### config.mk
export PLATFORM = sky130hd
export DESIGN_NAME = pfb_ctrl
export DESIGN_NICKNAME = d
export VERILOG_FILES = /design/src/hw/rtl/pfb_pkg.sv /design/src/hw/rtl/pfb_ctrl.sv
export SDC_FILE = /design/constraint.sdc
export NUM_CORES = 1
export LEC_CHECK = 0
export CAP_MARGIN = 10
export CORE_AREA = 2 2 39 41
export DETAILED_ROUTE_END_ITERATION = 10
export DIE_AREA = 0 0 41 43
export DONT_BUFFER_PORTS = 1
export GPL_TIMING_DRIVEN = 0
export SKIP_CTS_REPAIR_TIMING = 1
export SLEW_MARGIN = 20
export SYNTH_ARGS = -nofsm -noshare
export SYNTH_HDL_FRONTEND = slang
export SYNTH_SLANG_ARGS = --single-unit
### constraint.sdc
create_clock -name clk -period 1.8 [get_ports clk]
set_clock_uncertainty 0.1 [all_clocks]
set_input_delay 0 -clock clk [delete_from_list [all_inputs] [get_ports clk]]
set_output_delay 0 -clock clk [all_outputs]
set_load 0.01 [all_outputs]
### src/hw/rtl/pfb_pkg.sv
// Shared types, constants and the 5x7 glyph table of the page framebuffer text plotter.
`timescale 1ns / 1ps

package pfb_pkg;

  typedef enum logic [1:0] {
    CMD_CLEAR = 2'd0,
    CMD_PIXEL = 2'd1,
    CMD_CHAR  = 2'd2,
    CMD_READ  = 2'd3
  } cmd_t;

  typedef enum logic [1:0] {
    COLOR_BLACK  = 2'd0,
    COLOR_WHITE  = 2'd1,
    COLOR_INVERT = 2'd2,
    COLOR_KEEP   = 2'd3
  } color_t;

  // Commands from the controller to the datapath.
  typedef struct packed {
    logic capture;
    logic sweep_step;
    logic load_glyph;
    logic mem_read;
    logic mem_write;
    logic step_next;
    logic set_status;
    logic out_load;
  } ctl_t;

  // Status from the datapath to the controller.
  typedef struct packed {
    logic in_is_clear;
    logic sweep_last;
    logic step_active;
    logic step_last;
    logic out_free;
  } sts_t;

  localparam logic [7:0] FIRST_CODE    = 8'd32;
  localparam logic [7:0] LAST_CODE     = 8'd126;
  localparam logic [2:0] BLANK_COL     = 3'd5;
  localparam logic [3:0] LAST_STEP     = 4'd11;
  localparam int         GLYPH_ENTRIES = 475;

  // Five column bytes per printable code, bit 0 at the top row.
  localparam logic [7:0] GLYPH_ROM [GLYPH_ENTRIES] = '{
    8'h00, 8'h00, 8'h00, 8'h00, 8'h00, 8'h00, 8'h00, 8'h5F, 8'h00, 8'h00,
    8'h00, 8'h07, 8'h00, 8'h07, 8'h00, 8'h14, 8'h7F, 8'h14, 8'h7F, 8'h14,
    8'h24, 8'h2A, 8'h7F, 8'h2A, 8'h12, 8'h23, 8'h13, 8'h08, 8'h64, 8'h62,
    8'h36, 8'h49, 8'h56, 8'h20, 8'h50, 8'h00, 8'h08, 8'h07, 8'h03, 8'h00,
    8'h00, 8'h1C, 8'h22, 8'h41, 8'h00, 8'h00, 8'h41, 8'h22, 8'h1C, 8'h00,
    8'h2A, 8'h1C, 8'h7F, 8'h1C, 8'h2A, 8'h08, 8'h08, 8'h3E, 8'h08, 8'h08,
    8'h00, 8'h80, 8'h70, 8'h30, 8'h00, 8'h08, 8'h08, 8'h08, 8'h08, 8'h08,
    8'h00, 8'h00, 8'h60, 8'h60, 8'h00, 8'h20, 8'h10, 8'h08, 8'h04, 8'h02,
    8'h3E, 8'h51, 8'h49, 8'h45, 8'h3E, 8'h00, 8'h42, 8'h7F, 8'h40, 8'h00,
    8'h72, 8'h49, 8'h49, 8'h49, 8'h46, 8'h21, 8'h41, 8'h49, 8'h4D, 8'h33,
    8'h18, 8'h14, 8'h12, 8'h7F, 8'h10, 8'h27, 8'h45, 8'h45, 8'h45, 8'h39,
    8'h3C, 8'h4A, 8'h49, 8'h49, 8'h31, 8'h41, 8'h21, 8'h11, 8'h09, 8'h07,
    8'h36, 8'h49, 8'h49, 8'h49, 8'h36, 8'h46, 8'h49, 8'h49, 8'h29, 8'h1E,
    8'h00, 8'h00, 8'h14, 8'h00, 8'h00, 8'h00, 8'h40, 8'h34, 8'h00, 8'h00,
    8'h00, 8'h08, 8'h14, 8'h22, 8'h41, 8'h14, 8'h14, 8'h14, 8'h14, 8'h14,
    8'h00, 8'h41, 8'h22, 8'h14, 8'h08, 8'h02, 8'h01, 8'h59, 8'h09, 8'h06,
    8'h3E, 8'h41, 8'h5D, 8'h59, 8'h4E, 8'h7C, 8'h12, 8'h11, 8'h12, 8'h7C,
    8'h7F, 8'h49, 8'h49, 8'h49, 8'h36, 8'h3E, 8'h41, 8'h41, 8'h41, 8'h22,
    8'h7F, 8'h41, 8'h41, 8'h41, 8'h3E, 8'h7F, 8'h49, 8'h49, 8'h49, 8'h41,
    8'h7F, 8'h09, 8'h09, 8'h09, 8'h01, 8'h3E, 8'h41, 8'h41, 8'h51, 8'h73,
    8'h7F, 8'h08, 8'h08, 8'h08, 8'h7F, 8'h00, 8'h41, 8'h7F, 8'h41, 8'h00,
    8'h20, 8'h40, 8'h41, 8'h3F, 8'h01, 8'h7F, 8'h08, 8'h14, 8'h22, 8'h41,
    8'h7F, 8'h40, 8'h40, 8'h40, 8'h40, 8'h7F, 8'h02, 8'h1C, 8'h02, 8'h7F,
    8'h7F, 8'h04, 8'h08, 8'h10, 8'h7F, 8'h3E, 8'h41, 8'h41, 8'h41, 8'h3E,
    8'h7F, 8'h09, 8'h09, 8'h09, 8'h06, 8'h3E, 8'h41, 8'h51, 8'h21, 8'h5E,
    8'h7F, 8'h09, 8'h19, 8'h29, 8'h46,
    8'h26, 8'h49, 8'h49, 8'h49, 8'h32, 8'h03, 8'h01, 8'h7F, 8'h01, 8'h03,
    8'h3F, 8'h40, 8'h40, 8'h40, 8'h3F, 8'h1F, 8'h20, 8'h40, 8'h20, 8'h1F,
    8'h3F, 8'h40, 8'h38, 8'h40, 8'h3F, 8'h63, 8'h14, 8'h08, 8'h14, 8'h63,
    8'h03, 8'h04, 8'h78, 8'h04, 8'h03, 8'h61, 8'h59, 8'h49, 8'h4D, 8'h43,
    8'h00, 8'h7F, 8'h41, 8'h41, 8'h41, 8'h02, 8'h04, 8'h08, 8'h10, 8'h20,
    8'h00, 8'h41, 8'h41, 8'h41, 8'h7F, 8'h04, 8'h02, 8'h01, 8'h02, 8'h04,
    8'h40, 8'h40, 8'h40, 8'h40, 8'h40, 8'h00, 8'h03, 8'h07, 8'h08, 8'h00,
    8'h20, 8'h54, 8'h54, 8'h78, 8'h40, 8'h7F, 8'h28, 8'h44, 8'h44, 8'h38,
    8'h38, 8'h44, 8'h44, 8'h44, 8'h28, 8'h38, 8'h44, 8'h44, 8'h28, 8'h7F,
    8'h38, 8'h54, 8'h54, 8'h54, 8'h18, 8'h00, 8'h08, 8'h7E, 8'h09, 8'h02,
    8'h18, 8'hA4, 8'hA4, 8'h9C, 8'h78, 8'h7F, 8'h08, 8'h04, 8'h04, 8'h78,
    8'h00, 8'h44, 8'h7D, 8'h40, 8'h00, 8'h20, 8'h40, 8'h40, 8'h3D, 8'h00,
    8'h7F, 8'h10, 8'h28, 8'h44, 8'h00, 8'h00, 8'h41, 8'h7F, 8'h40, 8'h00,
    8'h7C, 8'h04, 8'h78, 8'h04, 8'h78, 8'h7C, 8'h08, 8'h04, 8'h04, 8'h78,
    8'h38, 8'h44, 8'h44, 8'h44, 8'h38, 8'hFC, 8'h18, 8'h24, 8'h24, 8'h18,
    8'h18, 8'h24, 8'h24, 8'h18, 8'hFC, 8'h7C, 8'h08, 8'h04, 8'h04, 8'h08,
    8'h48, 8'h54, 8'h54, 8'h54, 8'h24, 8'h04, 8'h04, 8'h3F, 8'h44, 8'h24,
    8'h3C, 8'h40, 8'h40, 8'h20, 8'h7C, 8'h1C, 8'h20, 8'h40, 8'h20, 8'h1C,
    8'h3C, 8'h40, 8'h30, 8'h40, 8'h3C, 8'h44, 8'h28, 8'h10, 8'h28, 8'h44,
    8'h4C, 8'h90, 8'h90, 8'h90, 8'h7C, 8'h44, 8'h64, 8'h54, 8'h4C, 8'h44,
    8'h00, 8'h08, 8'h36, 8'h41, 8'h00, 8'h00, 8'h00, 8'h77, 8'h00, 8'h00,
    8'h00, 8'h41, 8'h36, 8'h08, 8'h00, 8'h02, 8'h01, 8'h02, 8'h04, 8'h02
  };

endpackage

### src/hw/rtl/pfb_ctrl.sv
// Controller state machine that sequences sweeps, glyph fetches and read-modify-writes.
`timescale 1ns / 1ps

module pfb_ctrl import pfb_pkg::*; (
  input  logic clk,
  input  logic rst_n,
  input  logic in_valid,
  output logic in_ready,
  input  sts_t sts,
  output ctl_t ctl
);

  typedef enum logic [6:0] {
    S_INIT  = 7'b0000001,
    S_IDLE  = 7'b0000010,
    S_CLR   = 7'b0000100,
    S_LOAD  = 7'b0001000,
    S_CHECK = 7'b0010000,
    S_WRITE = 7'b0100000,
    S_DONE  = 7'b1000000
  } state_t;

  state_t state_r;
  state_t state_nxt;

  always_ff @(posedge clk) begin
    if (!rst_n) begin
      state_r <= S_INIT;
    end else begin
      state_r <= state_nxt;
    end
  end

  always_comb begin
    state_nxt = state_r;
    ctl       = '0;
    in_ready  = 1'b0;
    unique case (state_r)
      S_INIT: begin
        ctl.sweep_step = 1'b1;
        if (sts.sweep_last) begin
          state_nxt = S_IDLE;
        end
      end
      S_IDLE: begin
        in_ready = 1'b1;
        if (in_valid) begin
          ctl.capture = 1'b1;
          state_nxt   = sts.in_is_clear ? S_CLR : S_LOAD;
        end
      end
      S_CLR: begin
        ctl.sweep_step = 1'b1;
        if (sts.sweep_last) begin
          state_nxt = S_DONE;
        end
      end
      S_LOAD: begin
        ctl.load_glyph = 1'b1;
        state_nxt      = S_CHECK;
      end
      S_CHECK: begin
        ctl.set_status = 1'b1;
        if (sts.step_active) begin
          ctl.mem_read = 1'b1;
          state_nxt    = S_WRITE;
        end else if (sts.step_last) begin
          state_nxt = S_DONE;
        end else begin
          ctl.step_next = 1'b1;
          state_nxt     = S_LOAD;
        end
      end
      S_WRITE: begin
        ctl.mem_write = 1'b1;
        if (sts.step_last) begin
          state_nxt = S_DONE;
        end else begin
          ctl.step_next = 1'b1;
          state_nxt     = S_LOAD;
        end
      end
      S_DONE: begin
        if (sts.out_free) begin
          ctl.out_load = 1'b1;
          state_nxt    = S_IDLE;
        end
      end
      default: begin
        state_nxt = S_INIT;
      end
    endcase
  end

endmodule

## Word level (Yosys, flattened, before mapping)

Cells that the tools add are included.
Widths: inputs -> output; s select.

| cells by class | value |
|---|---|
| equality and inequality tests | 11 |
| multiplexer cells | 22 |
| reductions and logical operators | 2 |

Operator list:

| operator | number |
|---|---|
| $pmux 7 s7 | 1 |
| $mux 7 | 6 |
| $mux 1 | 13 |
| $ne 2x2->1 const B | 4 |
| $eq 7x1->1 const B | 1 |
| $eq 7x2->1 const B | 1 |
| $eq 7x3->1 const B | 1 |
| $eq 7x4->1 const B | 1 |
| $eq 7x5->1 const B | 1 |
| $eq 7x6->1 const B | 1 |
| $eq 7x7->1 const B | 1 |
| $mux 4 | 1 |
| $reduce_and 4->1 | 1 |
| $pmux 1 s2 | 1 |
| $reduce_or 2->1 | 1 |

| word-level totals | value |
|---|---|
| bits in registers | 7 |
| input port bits | 8 |
| logic and storage cells | 36 |

## Logic depth before layout (Yosys ltp)

Gate-level depths: netlist of run 1.

| depth | value |
|---|---|
| depth in word-level cells | 3 |
| mapped depth | 6 |
| mapped depth without buffers | 5 |

## Worst setup path before layout of run 1

No wires, ideal clock.

| timing | value |
|---|---|
| path type | flip-flop to flip-flop |
| from | register state_r[2] |
| to | register state_r[3] |
| data arrival time | 1.295 ns |
| required time | 1.585 ns |
| slack | 0.290 ns |
| stages on the path, launching flop included | 6 |
| buffers on the path | 1 |
| cell sequence | dfxtp_1 > buf_2 > nor4_2 > inv_2 > o311ai_2 > o21ba_1 |

| between the ends | value |
|---|---|
| longest elaborated chain between the ends | 3 |
| elaborated cells on any way between the ends | 13 |

RTL lines:

| what | RTL line | source |
|---|---|---|
| start: declaration | pfb_ctrl.sv:23 | `state_t state_r;` |
| start signal: assignment | pfb_ctrl.sv:30 | `state_r <= state_nxt;` |
| $eq 7x1->1 (tied with other cells) | pfb_ctrl.sv:38 | `unique case (state_r)` |
| $ne 2x2->1 (no line) | -- |  |
| $reduce_and 4->1 (no line) | -- |  |

Several ways; a longest one is shown, not always the timed one.
A chain may end at the register's enable or synchronous reset.

==> results of run 1 <==
## worst min path at each step
stage / from / to / cells after the start
6_report: sts[2] / state_r[6] / 3
5_1_grt: sts[2] / state_r[6] / 3
4_1_cts: rst_n / state_r[0] / 1
3_5_place_dp: sts[1] / ctl[2] / 1
3_3_place_gp: sts[1] / ctl[2] / 1
2_1_floorplan: sts[1] / ctl[2] / 1
## worst max-delay path, stage by stage, from the launching register on
cell      delay (ns)
dfxtp_1         0.32
clkbuf_1        0.22
nor4_2          0.30
nand2b_1        0.16
nor3_1          0.34
## layout make-up
class | count | area (um2)
Multi-Input combinational cell | 55 | 399
Tap cell | 16 | 20.0
Buffer | 6 | 35.0
Sequential cell | 7 | 140
Timing Repair Buffer | 7 | 70.1
Fill cell | 140 | 678
Clock buffer | 4 | 26.3
Inverter | 4 | 15.0
## metal layers
metal | GRT usage [%] | share of wire (%)
met1 | 20.6 | 45
met2 | 25.6 | 49
met3 | 5.76 | 2.3
met4 | 13.3 | 4.3
met5 | 0 | 0
## power by group through the flow
stage	registers, W	clock network, W	logic, W
after floorplan	0.000177	0	0.000186
after global placement	0.000179	0	0.000216
after detailed placement	0.000179	0	0.000219
after CTS	0.000175	0.000152	0.000219
after global routing	0.000177	0.000165	0.000271
final	0.000175	0.000150	0.000245
## layout by cell type (no fill, tap or decap), types with 2 or more instances in the layout
cell	n
dlygate4sd3_1	7
dfxtp_1	7
nand3_1	2
o211ai_1	3
and3_1	2
buf_2	4
inv_1	2
nand3b_1	2
nor3_1	4
clkbuf_4	3
clkbuf_1	2
nor2_1	6
o21ai_1	2
nand2b_1	3
xor2_1	2
inv_2	2
o21ai_0	3
and2_1	3
nor3b_1	3
## metrics by stage
stage	hold WS (ns)	area (um2)
2_1_floorplan	-0.0422	562
3_3_place_gp	-0.0241	582
3_5_place_dp	-0.0236	582
4_1_cts	-0.286	608
5_1_grt	0.0464	706
6_report	0.0266	706
## cell families (layout without fill, tap and decap cells)
group	count (synthesis)	count (layout)	share of synthesized area, %
buf+inv	10	21	8.91
compound gates	14	14	17.8
flops	7	7	24.9
xor+xnor	3	3	4.68
simple gates	38	38	43.7
==> out/results.ini, run 1 <==
[global_routing]
antenna_found_initial = 0
grt-ovfl-total = 0
grt_pass1_vias = 513
grt_usage_pct = 17.8
grt_max_degree = 11
grt_pass1_wl_um = 2100

[clock_network]
htreeDepth = 1
cts-root-buf = clkbuf_4
numCtsBuffers = 3
clock_latency_ns = 0.25
clockBufferDepth = 2
cts_tree = done
clk_pin_slew_ns = 0.06
cts_sinks = 7

[timing]
worst_pin_slew_ns = 0.412
maxSlewViolCount = 0
finalWorstSetupSlack_ns = 0.111
clock.fmax_mhz = 592
rsz0062_at_grt = false
post-route-min-period_ns = 1.69
setup_viol = 0
hold_viol_final = 0
tns_ns = 0
finalCritPeriodShare_pct = 93.8
relSlewSlack_pct = 72.5

[power]
power_frac_clock_pct = 26.2
p_per_area_nw_per_um2 = 808
switching_share_pct = 36.9
seqPwrFrac_pct = 30.7
leakagePower_nw = 0.281
ir_worst_vdd_uv = 429
total_power_w = 0.000570
p_int_w = 0.000360
combPwrFrac_pct = 43.0
p_switching_w = 0.000210

[cells_and_area]
num-nets-final = 92
stdcell_count = 99
post-route-util_pct = 51.0
largest_reg_flops = 7
antennaDiodeCount = 0
area_growth_pct = 25.6
reg.largest.list = state_r x7
regMostFlops = state_r
drive_above_1_share_pct = 22.9

[yosys]
synth_top_cells_by_area = dfxtp_1 25%, nor3b_1 5.3%, nor2_1 4.7%, o211ai_1 4.0%, buf_2 3.6%
ys_ff_latch = 7
syn_inst = 72
netlist.area_leader.share_pct = 24.9
syn_area_per_cell_um2 = 7.80
yosys.area.top_type = dfxtp_1
yosysWarnings = 0
async_flop_share_pct = 0
synth_common_cells = 7 x dfxtp_1, 7 x nor2_1, 4 x buf_2, 4 x nor3_1, 4 x nor3b_1
synth_edf_count = 0
synthFlopType = dfxtp_1
yosys.cell_types.count = 34
ys_seq_area_share_pct = 24.9
syn_area_um2 = 562
syn-num-nets = 80

[worst_setup_path]
r2r_slack_ns = 0.15
r2r-end = state_r[3]
worstSetupPathType = reg2out
cp_max_fo = 10
cp-end-kind = primary output
crit_start = state_r[1]
worstPathArrival_ns = 1.59
r2r_cells = 5
r2r-start = state_r[2]
start_kind = register
cp.required_ns = 1.70
endpoint = ctl[5]

[floorplanning]
row_count = 14
design.core.area_um2 = 1380
die_y_um = 43
die_x_um = 41
ios = 17
start_util_pct = 40.6
dieArea_um2 = 1760

[detailed_routing]
drt_iter0_markers = 5
routed_wl_um = 1370
first_pass_iters = 4
vias_per_cell = 5.68
ant_nets = 0
drc = 0
via_count = 562
wire_per_inst_um = 13.9

[worst_hold_path]
hold_class = in2reg

[place]
placed_cells = 88
dp_hpwl_um = 983
io_buffers = 0
dp_worst_setup_slack_ns = 0.108
place.gp.congestion = 0.755

[job]
cap_violations = 0

[outcome]
status = finished, final reports clean

Power figures use the tool's default switching activity.
==> inputs of run 2 (changes only) <==
Settings changed: CTS_BUF_LIST set to sky130_fd_sc_hd__clkbuf_16.
Clock period 1.8 ns to 1.7 ns, I/O delays scaled along.
==> run 2 against run 1 <==
The flow now finishes with violations (negative hold slack). Global-route usage rose by 0.80 points. Flip-flop and latch count did not move. Utilization grew 4.9 points. Worst hold slack got worse by 0.28 ns. First-iteration DRC count stayed put. Count of clock-buffer cells in the layout is 1 lower. Clock power rose to 2.6 times the previous value. Non-clock buffer count did not move. Register-to-register slack got worse by 0.07 ns. Final cell count stayed put.
==> out/results.ini, run 2 (synthesized netlist as in run 1, its figures left out) <==
[global_routing]
grt_pass1_vias = 524  ; +2.1%
grt-ovfl-total = 0  ; unchanged
grt_max_degree = 11  ; unchanged
grt_pass1_wl_um = 2150  ; +2.3%
grt_usage_pct = 18.6  ; +0.80 points
antenna_found_initial = 0  ; unchanged

[timing]
rsz0062_at_grt = true
relSlewSlack_pct = 72.1  ; -0.46 points
whs_ns = -0.253  ; -0.280 ns
maxSlewViolCount = 0  ; unchanged
clock.fmax_mhz = 611
hold_viol_final = 7  ; +7
finalCritPeriodShare_pct = 96.3
finalWorstSetupSlack_ns = 0.0621  ; -0.0493 ns
worst_pin_slew_ns = 0.419  ; +0.00689 ns
post-route-min-period_ns = 1.64
setup_viol = 0  ; unchanged

[worst_setup_path]
r2r_slack_ns = 0.08  ; -0.07 ns
cp.buffers_inverters = 1  ; unchanged
endpoint = ctl[4]
r2r-start = state_r[0]
worst_path_max_delay_cell = dfxtp_1
crit_family = simple AND/OR/NAND/NOR gates
cp.required_ns = 1.60  ; -0.10 ns
cp.depth = 5  ; +1
worstPathArrival_ns = 1.54  ; -0.05 ns
worstSetupPathType = reg2out
cp_max_fo = 10  ; unchanged
r2r-end = state_r[3]
r2r_cells = 5  ; unchanged
crit_path_max_incr_delay_ns = 0.28  ; -0.06 ns
cp-end-kind = primary output
crit_start = state_r[0]
worstPathCellList = buf_2 > nor2_1 > nand3b_1 > nor2_4 > and2_1
start_kind = register

[power]
ir_worst_vdd_uv = 443  ; +3.3%
leakagePower_nw = 0.308  ; +9.8%
p_per_area_nw_per_um2 = 1110  ; +37%

[cells_and_area]
design_area_um2 = 773  ; +9.6%
reg.largest.list = state_r x7
n_fill_cell = 135  ; -3.6%
num-nets-final = 92  ; unchanged
drive_above_1_share_pct = 25.3  ; +2.4 points
final_common_cell = dfxtp_1
final_cell_mix = 7 x dfxtp_1, 6 x nor2_1, 6 x dlygate4sd3_1
area_growth_pct = 37.6
largest_reg_flops = 7  ; unchanged
regMostFlops = state_r
antennaDiodeCount = 0  ; unchanged

[floorplanning]
ios = 17  ; unchanged
start_util_pct = 40.6  ; unchanged
dieArea_um2 = 1760  ; unchanged
design.core.area_um2 = 1380  ; unchanged
die_y_um = 43  ; unchanged
die_x_um = 41  ; unchanged
row_count = 14  ; unchanged

[detailed_routing]
vias_per_cell = 5.97  ; +5.2%
routed_wl_um = 1500  ; +9.2%
drc = 0  ; unchanged
ant_nets = 0  ; unchanged
wire_per_inst_um = 15.2  ; +9.2%
first_pass_iters = 4  ; unchanged
via_count = 591  ; +5.2%
drt_iter0_markers = 5  ; unchanged

[clock_network]
cts_sinks = 7  ; unchanged
cts_tree = done
numCtsBuffers = 3  ; unchanged
clk_pin_slew_ns = 0.04  ; -0.02 ns
cts-root-buf = clkbuf_16
clockBufferDepth = 2  ; unchanged
htreeDepth = 1  ; unchanged
clock_latency_ns = 0.23  ; -0.02 ns

[worst_hold_path]
hold_class = in2reg

[place]
dp_worst_setup_slack_ns = 0.00782  ; -0.100 ns
io_buffers = 0  ; unchanged
postPlaceCellArea_um2 = 582  ; unchanged
place.gp.congestion = 0.755  ; unchanged
dp_hpwl_um = 983  ; unchanged

[job]
cap_violations = 0  ; unchanged

[outcome]
status = finished, violations left
violations = negative hold slack

[run 2: where the power goes]
| part | switching [W] | leakage (nW) | total, W | internal (W) |
|---|---|---|---|---|
| combinational | 0.000157 | 0.209 | 0.000274 | 0.000117 |
| clock | 0.0000909 | 0.0423 | 0.000397 | 0.000306 |
| sequential | 0.00000699 | 0.0569 | 0.000187 | 0.000180 |
[run 2: layout make-up]
type | instances | area [um2] | share of cell area [%]
clock buffer | 3 | 75.1 | 9.71
multi-input combinational | 55 | 417 | 53.9
sequential | 7 | 140 | 18.1
timing repair buffer | 7 | 67.6 | 8.74
inverter | 4 | 15.0 | 1.94
buffer | 6 | 35.0 | 4.53
tap | 16 | 20.0 | 2.59
clock inverter | 1 | 3.75 | 0.485
[run 2: worst min path at each step]
stage | from | endpoint | slack, ns | depth (start not counted)
finish | rst_n | state_r[0] | -0.25 | 1
global route | rst_n | state_r[0] | -0.24 | 1
CTS | rst_n | state_r[0] | -0.26 | 1
detailed placement | sts[1] | ctl[2] | -0.02 | 1
global placement | sts[1] | ctl[2] | -0.02 | 1
floorplan | sts[1] | ctl[2] | -0.04 | 1
[run 2: layer usage]
layer / wire length, um / track usage [%]
met1: 658 / 20.6
met4: 93 / 18.0
met3: 53 / 5.76
met5: 0 / 0
met2: 695 / 25.9
[run 2: per-stage QoR]
stage | total power (W) | TNS, ns | std cells | util, %
after floorplan | 0.000384 | 0 | 72 | -
after global placement | 0.000418 | 0 | 88 | 42.0
after detailed placement | 0.000421 | 0 | 88 | 42.0
after CTS | 0.000821 | -0.113 | 92 | 47.7
after global routing | 0.000901 | -0.0630 | 99 | 55.9
final | 0.000859 | 0 | 99 | 55.9
[run 2: worst register-to-register path: stages (launching register included)]
cell and delay [ns]:
dfxtp_1 0.28, buf_2 0.19, nor2_1 0.22, nand3b_1 0.22
nor3b_2 0.38, o21ba_1 0.18
